$ cat src/hdl/delayed_message_queue_defines.svh
// Assertion macros used by the delayed message queue engine (dmq_back).
`ifndef DELAYED_MESSAGE_QUEUE_DEFINES_SVH
`define DELAYED_MESSAGE_QUEUE_DEFINES_SVH

`ifndef ASSERT_OFF
// Check a property on every rising edge outside reset.
`define DMQ_ASSERT(lbl, clk, rst_n, prop, msg) \
    lbl: assert property (@(posedge clk) disable iff (!rst_n) prop) else $error(msg);
// Check a property on every rising edge, reset included.
`define DMQ_ASSERT_ALWAYS(lbl, clk, prop, msg) \
    lbl: assert property (@(posedge clk) prop) else $error(msg);
`else
`define DMQ_ASSERT(lbl, clk, rst_n, prop, msg)
`define DMQ_ASSERT_ALWAYS(lbl, clk, prop, msg)
`endif

`endif

$ cat src/hdl/dmq_pkg.sv
// Types, constants and helpers of the delayed message queue.
package dmq_pkg;

    localparam int QUEUE_DEPTH       = 16;
    localparam int PAYLOAD_MAX_BYTES = 8;

    localparam int OPCODE_W  = 2;
    localparam int KIND_W    = 32;
    localparam int PAYLOAD_W = 64;
    localparam int BYTES_W   = 4;
    localparam int DELAY_W   = 32;
    localparam int TIME_W    = 48;
    localparam int DUE_W     = 49;
    localparam int LANES     = PAYLOAD_W / 8;

    localparam int IDX_W = (QUEUE_DEPTH > 1) ? $clog2(QUEUE_DEPTH) : 1;
    localparam int CNT_W = $clog2(QUEUE_DEPTH + 1);

    // Command queue between front and back
    localparam int CMDQ_DEPTH = 2;
    localparam int CMDQ_IDX_W = (CMDQ_DEPTH > 1) ? $clog2(CMDQ_DEPTH) : 1;
    localparam int CMDQ_CNT_W = $clog2(CMDQ_DEPTH + 1);

    // Raw opcodes on the input word
    localparam logic [OPCODE_W-1:0] OPC_POST   = 2'd0;
    localparam logic [OPCODE_W-1:0] OPC_GET    = 2'd1;
    localparam logic [OPCODE_W-1:0] OPC_REMOVE = 2'd2;

    // Classified command
    typedef enum logic [1:0] {
        CMD_POST,
        CMD_GET,
        CMD_REMOVE,
        CMD_REJECT
    } t_cmd_kind;

    typedef enum logic [1:0] {
        ST_IDLE,
        ST_SCAN,
        ST_FINISH
    } t_back_state;

    typedef struct packed {
        t_cmd_kind              cmd;
        logic [KIND_W-1:0]      kind;
        logic [PAYLOAD_W-1:0]   payload;
        logic [BYTES_W-1:0]     bytes;
        logic [DUE_W-1:0]       due;
        logic [TIME_W-1:0]      now;
    } t_cmd;

    typedef struct packed {
        logic [KIND_W-1:0]      kind;
        logic [PAYLOAD_W-1:0]   payload;
        logic [BYTES_W-1:0]     bytes;
        logic [DUE_W-1:0]       due;
    } t_entry;

    typedef struct packed {
        logic                   ok;
        logic [KIND_W-1:0]      kind;
        logic [PAYLOAD_W-1:0]   payload;
        logic [BYTES_W-1:0]     bytes;
    } t_result;

    localparam t_result RESULT_FAIL = '{ok: 1'b0, kind: '0, payload: '0, bytes: '0};
    localparam t_result RESULT_PASS = '{ok: 1'b1, kind: '0, payload: '0, bytes: '0};

endpackage

$ cat src/hdl/dmq_in_if.sv
// Input word channel of the delayed message queue.
interface dmq_in_if;
    logic                           valid;
    logic                           ready;
    logic [dmq_pkg::OPCODE_W-1:0]   opcode;
    logic [dmq_pkg::KIND_W-1:0]     msg_kind;
    logic [dmq_pkg::PAYLOAD_W-1:0]  payload;
    logic [dmq_pkg::BYTES_W-1:0]    payload_bytes;
    logic [dmq_pkg::DELAY_W-1:0]    delay_ms;
    logic [dmq_pkg::TIME_W-1:0]     now_ms;

    modport source (
        output valid, opcode, msg_kind, payload, payload_bytes, delay_ms, now_ms,
        input  ready
    );
    modport sink (
        input  valid, opcode, msg_kind, payload, payload_bytes, delay_ms, now_ms,
        output ready
    );
endinterface

$ cat src/hdl/dmq_out_if.sv
// Result word channel of the delayed message queue.
interface dmq_out_if;
    logic                           valid;
    logic                           ready;
    logic                           ok;
    logic [dmq_pkg::KIND_W-1:0]     out_kind;
    logic [dmq_pkg::PAYLOAD_W-1:0]  out_payload;
    logic [dmq_pkg::BYTES_W-1:0]    out_bytes;

    modport source (
        output valid, ok, out_kind, out_payload, out_bytes,
        input  ready
    );
    modport sink (
        input  valid, ok, out_kind, out_payload, out_bytes,
        output ready
    );
endinterface

$ cat src/hdl/dmq_front.sv
// Front end: accepts input words, decodes them and prepares due time and payload.
module dmq_front (
    input  logic            i_clk,
    input  logic            i_rst_n,
    dmq_in_if.sink          i_in,
    output logic            o_cmd_vld,
    input  logic            i_cmd_rdy,
    output dmq_pkg::t_cmd   o_cmd
);

    logic                           r_vld;
    dmq_pkg::t_cmd                  r_cmd;
    dmq_pkg::t_cmd                  n_cmd;
    logic [dmq_pkg::BYTES_W-1:0]    bytes_sat;

    // Take a new word whenever the stage is empty or draining
    assign i_in.ready = !r_vld || i_cmd_rdy;

    // Decode, saturate the length, mask unused bytes and form the due time
    always_comb begin
        if (i_in.payload_bytes > dmq_pkg::BYTES_W'(dmq_pkg::PAYLOAD_MAX_BYTES)) begin
            bytes_sat = dmq_pkg::BYTES_W'(dmq_pkg::PAYLOAD_MAX_BYTES);
        end else begin
            bytes_sat = i_in.payload_bytes;
        end
        unique case (i_in.opcode)
            dmq_pkg::OPC_POST:   n_cmd.cmd = dmq_pkg::CMD_POST;
            dmq_pkg::OPC_GET:    n_cmd.cmd = dmq_pkg::CMD_GET;
            dmq_pkg::OPC_REMOVE: n_cmd.cmd = dmq_pkg::CMD_REMOVE;
            default:             n_cmd.cmd = dmq_pkg::CMD_REJECT;
        endcase
        n_cmd.kind  = i_in.msg_kind;
        n_cmd.bytes = bytes_sat;
        n_cmd.now   = i_in.now_ms;
        n_cmd.due   = dmq_pkg::DUE_W'(i_in.now_ms) + dmq_pkg::DUE_W'(i_in.delay_ms);
        for (int b = 0; b < dmq_pkg::LANES; b++) begin
            if (dmq_pkg::BYTES_W'(b) < bytes_sat) begin
                n_cmd.payload[b*8 +: 8] = i_in.payload[b*8 +: 8];
            end else begin
                n_cmd.payload[b*8 +: 8] = 8'd0;
            end
        end
    end

    // Hold the decoded word until the command queue takes it
    always_ff @(posedge i_clk) begin
        if (!i_rst_n) begin
            r_vld <= 1'b0;
        end else if (i_in.ready) begin
            r_vld <= i_in.valid;
        end
    end

    always_ff @(posedge i_clk) begin
        if (i_in.valid && i_in.ready) begin
            r_cmd <= n_cmd;
        end
    end

    assign o_cmd_vld = r_vld;
    assign o_cmd     = r_cmd;

endmodule

$ cat src/hdl/dmq_cmd_fifo.sv
// Short command queue between the front end and the queue engine.
module dmq_cmd_fifo (
    input  logic            i_clk,
    input  logic            i_rst_n,
    input  logic            i_push_vld,
    output logic            o_push_rdy,
    input  dmq_pkg::t_cmd   i_push_cmd,
    output logic            o_pop_vld,
    input  logic            i_pop_rdy,
    output dmq_pkg::t_cmd   o_pop_cmd
);

    dmq_pkg::t_cmd                      r_slot [dmq_pkg::CMDQ_DEPTH];
    logic [dmq_pkg::CMDQ_IDX_W-1:0]     r_wptr;
    logic [dmq_pkg::CMDQ_IDX_W-1:0]     r_rptr;
    logic [dmq_pkg::CMDQ_CNT_W-1:0]     r_fill;
    logic                               push;
    logic                               pop;

    assign o_push_rdy = (r_fill != dmq_pkg::CMDQ_CNT_W'(dmq_pkg::CMDQ_DEPTH));
    assign o_pop_vld  = (r_fill != '0);
    assign o_pop_cmd  = r_slot[r_rptr];
    assign push       = i_push_vld && o_push_rdy;
    assign pop        = o_pop_vld && i_pop_rdy;

    // Advance pointers and fill level
    always_ff @(posedge i_clk) begin
        if (!i_rst_n) begin
            r_wptr <= '0;
            r_rptr <= '0;
            r_fill <= '0;
        end else begin
            if (push) begin
                if (r_wptr == dmq_pkg::CMDQ_IDX_W'(dmq_pkg::CMDQ_DEPTH - 1)) begin
                    r_wptr <= '0;
                end else begin
                    r_wptr <= r_wptr + 1'b1;
                end
            end
            if (pop) begin
                if (r_rptr == dmq_pkg::CMDQ_IDX_W'(dmq_pkg::CMDQ_DEPTH - 1)) begin
                    r_rptr <= '0;
                end else begin
                    r_rptr <= r_rptr + 1'b1;
                end
            end
            if (push && !pop) begin
                r_fill <= r_fill + 1'b1;
            end else if (pop && !push) begin
                r_fill <= r_fill - 1'b1;
            end
        end
    end

    // Store the pushed word
    always_ff @(posedge i_clk) begin
        if (push) begin
            r_slot[r_wptr] <= i_push_cmd;
        end
    end

endmodule

$ cat src/hdl/dmq_back.sv
// Queue engine: message store, scan-and-compact sequencer and result register.
`include "delayed_message_queue_defines.svh"

module dmq_back (
    input  logic            i_clk,
    input  logic            i_rst_n,
    input  logic            i_cmd_vld,
    output logic            o_cmd_rdy,
    input  dmq_pkg::t_cmd   i_cmd,
    dmq_out_if.source       o_out
);

    // Message store, insertion order from index zero
    dmq_pkg::t_entry                mem [dmq_pkg::QUEUE_DEPTH];

    dmq_pkg::t_back_state           r_state, n_state;
    logic [dmq_pkg::CNT_W-1:0]      r_count, n_count;
    dmq_pkg::t_cmd                  r_cmd, n_cmd;
    logic [dmq_pkg::CNT_W-1:0]      r_rd_ptr, n_rd_ptr;
    logic                           r_rd_vld, n_rd_vld;
    dmq_pkg::t_entry                r_rd_data;
    logic [dmq_pkg::CNT_W-1:0]      r_wr_ptr, n_wr_ptr;
    logic                           r_found, n_found;
    dmq_pkg::t_entry                r_hit, n_hit;
    logic                           r_out_vld, n_out_vld;
    dmq_pkg::t_result               r_out, n_out;

    logic                           out_free;
    logic                           skip;
    logic                           mem_we;
    logic [dmq_pkg::IDX_W-1:0]      mem_waddr;
    dmq_pkg::t_entry                mem_wdata;
    logic [dmq_pkg::IDX_W-1:0]      rd_addr;

    assign out_free = !r_out_vld || o_out.ready;
    assign rd_addr  = r_rd_ptr[dmq_pkg::IDX_W-1:0];

    // Sequence post, scan-and-compact and result hand-off
    always_comb begin
        n_state   = r_state;
        n_count   = r_count;
        n_cmd     = r_cmd;
        n_rd_ptr  = r_rd_ptr;
        n_rd_vld  = 1'b0;
        n_wr_ptr  = r_wr_ptr;
        n_found   = r_found;
        n_hit     = r_hit;
        n_out_vld = r_out_vld && !o_out.ready;
        n_out     = r_out;
        o_cmd_rdy = 1'b0;
        skip      = 1'b0;
        mem_we    = 1'b0;
        mem_waddr = r_wr_ptr[dmq_pkg::IDX_W-1:0];
        mem_wdata = r_rd_data;

        unique case (r_state)
            dmq_pkg::ST_IDLE: begin
                o_cmd_rdy = out_free;
                if (i_cmd_vld && out_free) begin
                    n_out_vld = 1'b1;
                    n_out     = dmq_pkg::RESULT_FAIL;
                    unique case (i_cmd.cmd)
                        dmq_pkg::CMD_POST: begin
                            if (r_count < dmq_pkg::CNT_W'(dmq_pkg::QUEUE_DEPTH)) begin
                                mem_we            = 1'b1;
                                mem_waddr         = r_count[dmq_pkg::IDX_W-1:0];
                                mem_wdata.kind    = i_cmd.kind;
                                mem_wdata.payload = i_cmd.payload;
                                mem_wdata.bytes   = i_cmd.bytes;
                                mem_wdata.due     = i_cmd.due;
                                n_count           = r_count + 1'b1;
                                n_out             = dmq_pkg::RESULT_PASS;
                            end
                        end
                        dmq_pkg::CMD_GET, dmq_pkg::CMD_REMOVE: begin
                            if (r_count != '0) begin
                                n_out_vld = r_out_vld && !o_out.ready;
                                n_out     = r_out;
                                n_cmd     = i_cmd;
                                n_rd_ptr  = '0;
                                n_wr_ptr  = '0;
                                n_found   = 1'b0;
                                n_state   = dmq_pkg::ST_SCAN;
                            end
                        end
                        default: begin
                            n_out = dmq_pkg::RESULT_FAIL;
                        end
                    endcase
                end
            end

            dmq_pkg::ST_SCAN: begin
                // Issue the next read
                if (r_rd_ptr != r_count) begin
                    n_rd_vld = 1'b1;
                    n_rd_ptr = r_rd_ptr + 1'b1;
                end
                // Drop matching entries (every kind match on remove, the first due one on get), copy the others down
                if (r_rd_vld) begin
                    if (r_cmd.cmd == dmq_pkg::CMD_REMOVE) begin
                        skip = (r_rd_data.kind == r_cmd.kind);
                    end else begin
                        skip = !r_found && ({1'b0, r_cmd.now} >= r_rd_data.due);
                    end
                    if (skip) begin
                        if (r_cmd.cmd == dmq_pkg::CMD_GET) begin
                            n_found = 1'b1;
                            n_hit   = r_rd_data;
                        end
                    end else begin
                        mem_we   = 1'b1;
                        n_wr_ptr = r_wr_ptr + 1'b1;
                    end
                end
                if (r_rd_ptr == r_count && !r_rd_vld) begin
                    n_state = dmq_pkg::ST_FINISH;
                end
            end

            dmq_pkg::ST_FINISH: begin
                if (out_free) begin
                    n_count   = r_wr_ptr;
                    n_out_vld = 1'b1;
                    n_state   = dmq_pkg::ST_IDLE;
                    if (r_cmd.cmd == dmq_pkg::CMD_GET) begin
                        if (r_found) begin
                            n_out.ok      = 1'b1;
                            n_out.kind    = r_hit.kind;
                            n_out.payload = r_hit.payload;
                            n_out.bytes   = r_hit.bytes;
                        end else begin
                            n_out = dmq_pkg::RESULT_FAIL;
                        end
                    end else begin
                        n_out = dmq_pkg::RESULT_PASS;
                    end
                end
            end

            default: begin
                n_state = dmq_pkg::ST_IDLE;
            end
        endcase
    end

    // Control registers
    always_ff @(posedge i_clk) begin
        if (!i_rst_n) begin
            r_state   <= dmq_pkg::ST_IDLE;
            r_count   <= '0;
            r_rd_ptr  <= '0;
            r_rd_vld  <= 1'b0;
            r_wr_ptr  <= '0;
            r_found   <= 1'b0;
            r_out_vld <= 1'b0;
        end else begin
            r_state   <= n_state;
            r_count   <= n_count;
            r_rd_ptr  <= n_rd_ptr;
            r_rd_vld  <= n_rd_vld;
            r_wr_ptr  <= n_wr_ptr;
            r_found   <= n_found;
            r_out_vld <= n_out_vld;
        end
    end

    // Payload registers
    always_ff @(posedge i_clk) begin
        r_cmd <= n_cmd;
        r_hit <= n_hit;
        r_out <= n_out;
    end

    // Store write port and registered read port
    always_ff @(posedge i_clk) begin
        if (mem_we) begin
            mem[mem_waddr] <= mem_wdata;
        end
        r_rd_data <= mem[rd_addr];
    end

    assign o_out.valid       = r_out_vld;
    assign o_out.ok          = r_out.ok;
    assign o_out.out_kind    = r_out.kind;
    assign o_out.out_payload = r_out.payload;
    assign o_out.out_bytes   = r_out.bytes;

    `DMQ_ASSERT(a_count_in_range, i_clk, i_rst_n, r_count <= dmq_pkg::CNT_W'(dmq_pkg::QUEUE_DEPTH), "stored count beyond depth")
    `DMQ_ASSERT(a_wr_behind_rd, i_clk, i_rst_n, (r_state == dmq_pkg::ST_SCAN) |-> (r_wr_ptr <= r_rd_ptr), "compaction write overtook read")
    `DMQ_ASSERT(a_hit_only_get, i_clk, i_rst_n, (r_state == dmq_pkg::ST_SCAN && r_found) |-> (r_cmd.cmd == dmq_pkg::CMD_GET), "hit captured outside get")
    `DMQ_ASSERT(a_finish_result, i_clk, i_rst_n, (r_state == dmq_pkg::ST_FINISH && out_free) |=> (r_out_vld && r_state == dmq_pkg::ST_IDLE), "scan end gave no result")
    `DMQ_ASSERT_ALWAYS(a_no_cmd_in_scan, i_clk, (r_state != dmq_pkg::ST_IDLE) |-> !o_cmd_rdy, "command taken during scan")

endmodule

$ cat src/hdl/delayed_message_queue.sv
// Delayed message queue: a post, an unused opcode, or a get or remove on an empty queue
// passes the front register and the command queue and sets the result register directly. Other
// gets and removes scan the store: the engine reads and compacts one stored message a cycle
// through a single store read port and one write port, and a stalled result holds the engine.
// One word is in service in the engine at a time; three more may wait in front of it.
// Synchronous active-low reset empties the queue; stored message contents are kept.
module delayed_message_queue (
    input  logic    i_clk,
    input  logic    i_rst_n,
    dmq_in_if.sink  i_in,
    dmq_out_if.source o_out
);

    logic           front_vld;
    logic           front_rdy;
    dmq_pkg::t_cmd  front_cmd;
    logic           back_vld;
    logic           back_rdy;
    dmq_pkg::t_cmd  back_cmd;

    // Decode input words
    dmq_front u_front (
        .i_clk     (i_clk),
        .i_rst_n   (i_rst_n),
        .i_in      (i_in),
        .o_cmd_vld (front_vld),
        .i_cmd_rdy (front_rdy),
        .o_cmd     (front_cmd)
    );

    // Buffer commands between decode and engine
    dmq_cmd_fifo u_cmd_fifo (
        .i_clk      (i_clk),
        .i_rst_n    (i_rst_n),
        .i_push_vld (front_vld),
        .o_push_rdy (front_rdy),
        .i_push_cmd (front_cmd),
        .o_pop_vld  (back_vld),
        .i_pop_rdy  (back_rdy),
        .o_pop_cmd  (back_cmd)
    );

    // Execute commands on the message store
    dmq_back u_back (
        .i_clk     (i_clk),
        .i_rst_n   (i_rst_n),
        .i_cmd_vld (back_vld),
        .o_cmd_rdy (back_rdy),
        .i_cmd     (back_cmd),
        .o_out     (o_out)
    );

endmodule

$ cat src/flat_wrapper.sv
// flat-port wrapper written by rule: the top's interface ports become plain ports
module delayed_message_queue_flat 
  (i_clk, i_rst_n, i_in_valid, i_in_opcode, i_in_msg_kind, i_in_payload, i_in_payload_bytes, i_in_delay_ms, i_in_now_ms, i_in_ready, o_out_valid, o_out_ok, o_out_out_kind, o_out_out_payload, o_out_out_bytes, o_out_ready);
  dmq_in_if i_in_i ();
  dmq_out_if o_out_i ();
  input  logic i_clk;
  input  logic i_rst_n;
  input wire logic [$bits(i_in_i.valid)-1:0] i_in_valid;
  input wire logic [$bits(i_in_i.opcode)-1:0] i_in_opcode;
  input wire logic [$bits(i_in_i.msg_kind)-1:0] i_in_msg_kind;
  input wire logic [$bits(i_in_i.payload)-1:0] i_in_payload;
  input wire logic [$bits(i_in_i.payload_bytes)-1:0] i_in_payload_bytes;
  input wire logic [$bits(i_in_i.delay_ms)-1:0] i_in_delay_ms;
  input wire logic [$bits(i_in_i.now_ms)-1:0] i_in_now_ms;
  output wire logic [$bits(i_in_i.ready)-1:0] i_in_ready;
  output wire logic [$bits(o_out_i.valid)-1:0] o_out_valid;
  output wire logic [$bits(o_out_i.ok)-1:0] o_out_ok;
  output wire logic [$bits(o_out_i.out_kind)-1:0] o_out_out_kind;
  output wire logic [$bits(o_out_i.out_payload)-1:0] o_out_out_payload;
  output wire logic [$bits(o_out_i.out_bytes)-1:0] o_out_out_bytes;
  input wire logic [$bits(o_out_i.ready)-1:0] o_out_ready;
  assign i_in_i.valid = i_in_valid;
  assign i_in_i.opcode = i_in_opcode;
  assign i_in_i.msg_kind = i_in_msg_kind;
  assign i_in_i.payload = i_in_payload;
  assign i_in_i.payload_bytes = i_in_payload_bytes;
  assign i_in_i.delay_ms = i_in_delay_ms;
  assign i_in_i.now_ms = i_in_now_ms;
  assign i_in_ready = i_in_i.ready;
  assign o_out_valid = o_out_i.valid;
  assign o_out_ok = o_out_i.ok;
  assign o_out_out_kind = o_out_i.out_kind;
  assign o_out_out_payload = o_out_i.out_payload;
  assign o_out_out_bytes = o_out_i.out_bytes;
  assign o_out_i.ready = o_out_ready;
  delayed_message_queue u_core (.i_clk(i_clk), .i_rst_n(i_rst_n), .i_in(i_in_i), .o_out(o_out_i));
endmodule
$ cat config.mk
export PLATFORM = sky130hd
export DESIGN_NAME = delayed_message_queue_flat
export DESIGN_NICKNAME = d
export VERILOG_FILES = /design/src/hdl/dmq_pkg.sv /design/src/hdl/dmq_in_if.sv /design/src/hdl/dmq_out_if.sv /design/src/hdl/dmq_front.sv /design/src/hdl/dmq_cmd_fifo.sv /design/src/hdl/dmq_back.sv /design/src/hdl/delayed_message_queue.sv /design/src/flat_wrapper.sv
export VERILOG_INCLUDE_DIRS = /design/src /design/src/hdl
export SDC_FILE = /design/constraint.sdc
export NUM_CORES = 2
export LEC_CHECK = 0
export BUFFER_PORTS_ARGS = -buffer_cell sky130_fd_sc_hd__buf_2
export CAP_MARGIN = 25
export CORE_MARGIN = 2
export CORE_UTILIZATION = 56
export CTS_BUF_LIST = sky130_fd_sc_hd__clkbuf_4 sky130_fd_sc_hd__clkbuf_8
export DETAILED_ROUTE_END_ITERATION = 7
export GPL_TIMING_DRIVEN = 0
export PLACE_DENSITY_LB_ADDON = 0.12
export SLEW_MARGIN = 20
export SYNTH_ARGS = -nofsm -noshare
export SYNTH_HDL_FRONTEND = slang
export SYNTH_SLANG_ARGS = --single-unit
$ cat constraint.sdc
create_clock -name i_clk -period 23.5 [get_ports i_clk]
set_clock_uncertainty 0.2 [all_clocks]
set_input_delay 4.7 -clock i_clk [delete_from_list [all_inputs] [get_ports i_clk]]
set_output_delay 4.7 -clock i_clk [all_outputs]
set_load 0.02 [all_outputs]
==> qor.csv <==
stage,metric,value,unit
yosys,Yosys warnings,0,
routing,Antenna Violating Nets Remaining,0,
yosys,ys flop type,edfxtp_1,
floorplanning,Core Footprint,227000,um2
layout,# nets final,7133,
place,I/O Buffers,283,
routing,First DRT Iteration DRCs,7513,
power,Leakage Power,49.1,nW
floorplanning,row count,175,
timing,final setup fails,0,
setup_path,crit path max fanout,16,
routing,total length of routed wires,311000,um
setup_path,depth of the worst register-to-register path,18,
floorplanning,I/O pin cnt,289,
power,Tot Pwr,14.4,mW
setup_path,Crit path required time,24.07,ns
grt,first-pass GRT wire length,444000,um
layout,Filler Cell Count,14800,
cts,clock slew at reported path FFs,0.06,ns
timing,unrepaired setup endpoints after global routing,false,
timing,Worst Tran Pin Value,1.19,ns
timing,slew margin rel.,20.5,%
floorplanning,Horiz. Die Dim,483,um
grt,GR peak layer,met2,
grt,Tot GR Track Use,26.9,%
routing,via count,62700,
layout,layout cells sized above 1,33.6,%
grt,M2 GR Usage,43.8,%
setup_path,critical path arrival,9.36,ns
timing,Hold WS,0.223,ns
timing,Sum Neg Setup Slack,0,ns
layout,Final Util,66.3,%
grt,initial antenna violation count,11,
yosys,post-synth top area cell,edfxtp_1,
cts,post_cts resized,0,
routing,drt wl/cell,30.2,um
cts,H-tree depth,6,
yosys,Synth cell types,60,
grt,largest net degree at the start of global routing,53,
yosys,Post-synth top cells,"3,264 x edfxtp_1, 745 x mux4_2, 189 x clkbuf_1",
yosys,Synth top area share,76.4,%
cts,CTS tree,built,
cts,Post-CTS Setup Bufs,0,
yosys,Syn Inst Count,5728,
grt,gr ovfl total,0,
worst_hold_path,WHS Path Cells,0,
place,HPWL Detailed,200000,um
yosys,synthesized area,128000,um2
setup_path,r2r setup slk,16.27,ns
place,gpl congestion,0.772,
setup_path,Critical Path End Type,flip-flop,
setup_path,crit start category,input port,
yosys,number of enable flip-flop cells after synthesis,3264,
yosys,top-count cell post-synth,edfxtp_1,
cts,Clock Sinks,3439,
timing,period utilization,37.4,%
yosys,Post-Syn Nets,6001,
place,Placed Area,139000,um2
timing,Final Hold Viols,0,
routing,DRC violations left,0,
setup_path,RR Endpoint,u_core.u_back.mem[4][70],
layout,Area Overhead vs Synth,17.5,%
worst_hold_path,Hold Path Class,reg -> reg,
floorplanning,die area,233000,um2
floorplanning,Die Ht,483,um
setup_path,worst setup path endpoint,u_core.u_back.mem[4][70],
setup_path,Worst setup startpoint,o_out_ready,
power,Worst VDD drop,0.0539,mV
grt,GRT met1 Usage,37.1,%
yosys,Post-Syn Area per Cell,22.4,um2
routing,drt pass-1 iters,7,
timing,Final Max Tran Viols,0,
cts,clock tree root driver cell,clkbuf_8,
cts,Max Root-Sink Buffers,4,
grt,Global Route met3 Usage,5.23,%
yosys,"Async S/R FF share, synth",0,%
yosys,sequential area share after synthesis,79.1,%
floorplanning,Initial Utilization,56.4,%
cts,hold buffer count at cts,0,
flow_run,maxcap violations,0,
layout,post-route cell area,151000,um2
timing,maximum clock rate,114,MHz
status,status,"complete, no violations",
yosys,Synth area leaders,"edfxtp_1 76%, mux4_2 13%, dfxtp_1 2.7%",
yosys,#FFs+latches synth,3439,
power,Cell Pwr Density,95.6,nW/um2
cts,CTS Buf Count,570,
timing,Tmin final,8.79,ns
routing,Via density,6.08,
setup_path,WS Path Type,in -> reg,
grt,vias in the first global route,64100,
cts,clock latency on the worst-skew pair,1.09,ns
layout make-up:
class / count / area (um2) / area share (%)
Clock buffer: 889 / 10700 / 7.11
Multi-Input combinational cell: 1964 / 25700 / 17.1
Clock inverter: 116 / 726 / 0.481
Timing Repair Buffer: 560 / 6960 / 4.61
Buffer: 246 / 988 / 0.656
Antenna cell: 10 / 25.0 / 0.0166
Sequential cell: 3439 / 102000 / 67.4
Inverter: 79 / 302 / 0.200
Tap cell: 3009 / 3760 / 2.50
kinds of logic (layout without fill, tap and decap cells):
| group | Yosys count | count (layout) | share of synthesized area, % |
|---|---|---|---|
| adder cells (fa/ha/maj) | 87 | 87 | 0.854 |
| AND/OR/NAND/NOR | 512 | 512 | 2.05 |
| AO/OA/AOI/OAI | 299 | 299 | 1.40 |
| multiplexers | 976 | 976 | 15.0 |
| buffers and inverters | 325 | 1890 | 0.954 |
| flip-flops | 3439 | 3439 | 79.1 |
| other | 0 | 10 | 0 |
| XOR/XNOR | 90 | 90 | 0.614 |
where the power goes:
group / internal, mW / switching (mW)
Combinational: 0.478 / 1.11
Sequential: 7.46 / 0.109
Clock: 2.97 / 2.28
state kept, by name, indices dropped and copies added, names as in the netlist, 32 cells and up, named ones only:
register and cells:
u_core.u_back.r_cmd 82, u_core.u_back.r_hit 100, u_core.u_back.r_rd_data 149, u_core.u_back.o_out.out_kind 32, u_core.u_back.o_out.out_payload 64, u_core.u_cmd_fifo.r_slot 398
u_core.u_front.o_cmd 199, u_core.u_back.mem 2384
how the worst min path moves through the flow:
stage | from | end
after floorplan | u_core.u_back.r_rd_data[100] | u_core.u_back.r_hit[100]
after global placement | u_core.u_back.r_rd_data[76] | u_core.u_back.r_hit[76]
after detailed placement | u_core.u_back.r_rd_data[77] | u_core.u_back.r_hit[77]
after CTS | u_core.u_back.r_rd_data[77] | u_core.u_back.r_hit[77]
after global routing | u_core.u_back.r_rd_data[77] | u_core.u_back.r_hit[77]
final | u_core.u_back.r_rd_data[76] | u_core.u_back.r_hit[76]
layout by cell type, fill, tap and decap left out, drive strengths merged, types with 4 or more instances in the layout:
cell and n:
nor3 15, mux2i 119, nand3 13, or2 4, o21a 9, inv 87
o21ai 149, a211oi 5, nor2b 64, nand2b 9, a31oi 9, a21boi 8
clkinvlp 7, nor2 65, bufinv 7, diode 10, edfxtp 3264, nor4 12
xnor2 46, a21oi 58, xor2 44, a21o 21, clkbuf 1085, buf 610
nand2 159, dfxtp 175, and2 133, nand4 22, o21bai 4, ha 86
and3 8, mux4 745, mux2 112, clkinv 94
layer usage:
metal	part of all wire, %	vias to the layer above
met5	0	-
met4	3.0	0
met3	8.1	505
met2	49	2905
met1	39	33200
li1	-	26000
through the flow:
step | setup slack [ns] | cells
CTS | 14.94 | 10300
detailed placement | 13.76 | 9267
floorplan | 10.11 | 5728
global route | 14.73 | 10300
global placement | -2.17 | 9020
finish | 14.71 | 10300
critical path, cell delays in order:
cell	delay, ns
buf_2	0.12
nand2b_1	0.20
o21ai_0	0.15
nor3_1	0.12
nand2_1	0.71
clkbuf_2	0.37
buf_16	0.19
clkbuf_1	0.40
buf_8	0.22
a31oi_1	0.37
nor2_4	0.67
buf_16	0.25
buf_16	0.18
buf_12	0.19
buf_12	0.21
buf_16	0.19
(Power assumes the default switching activity.)
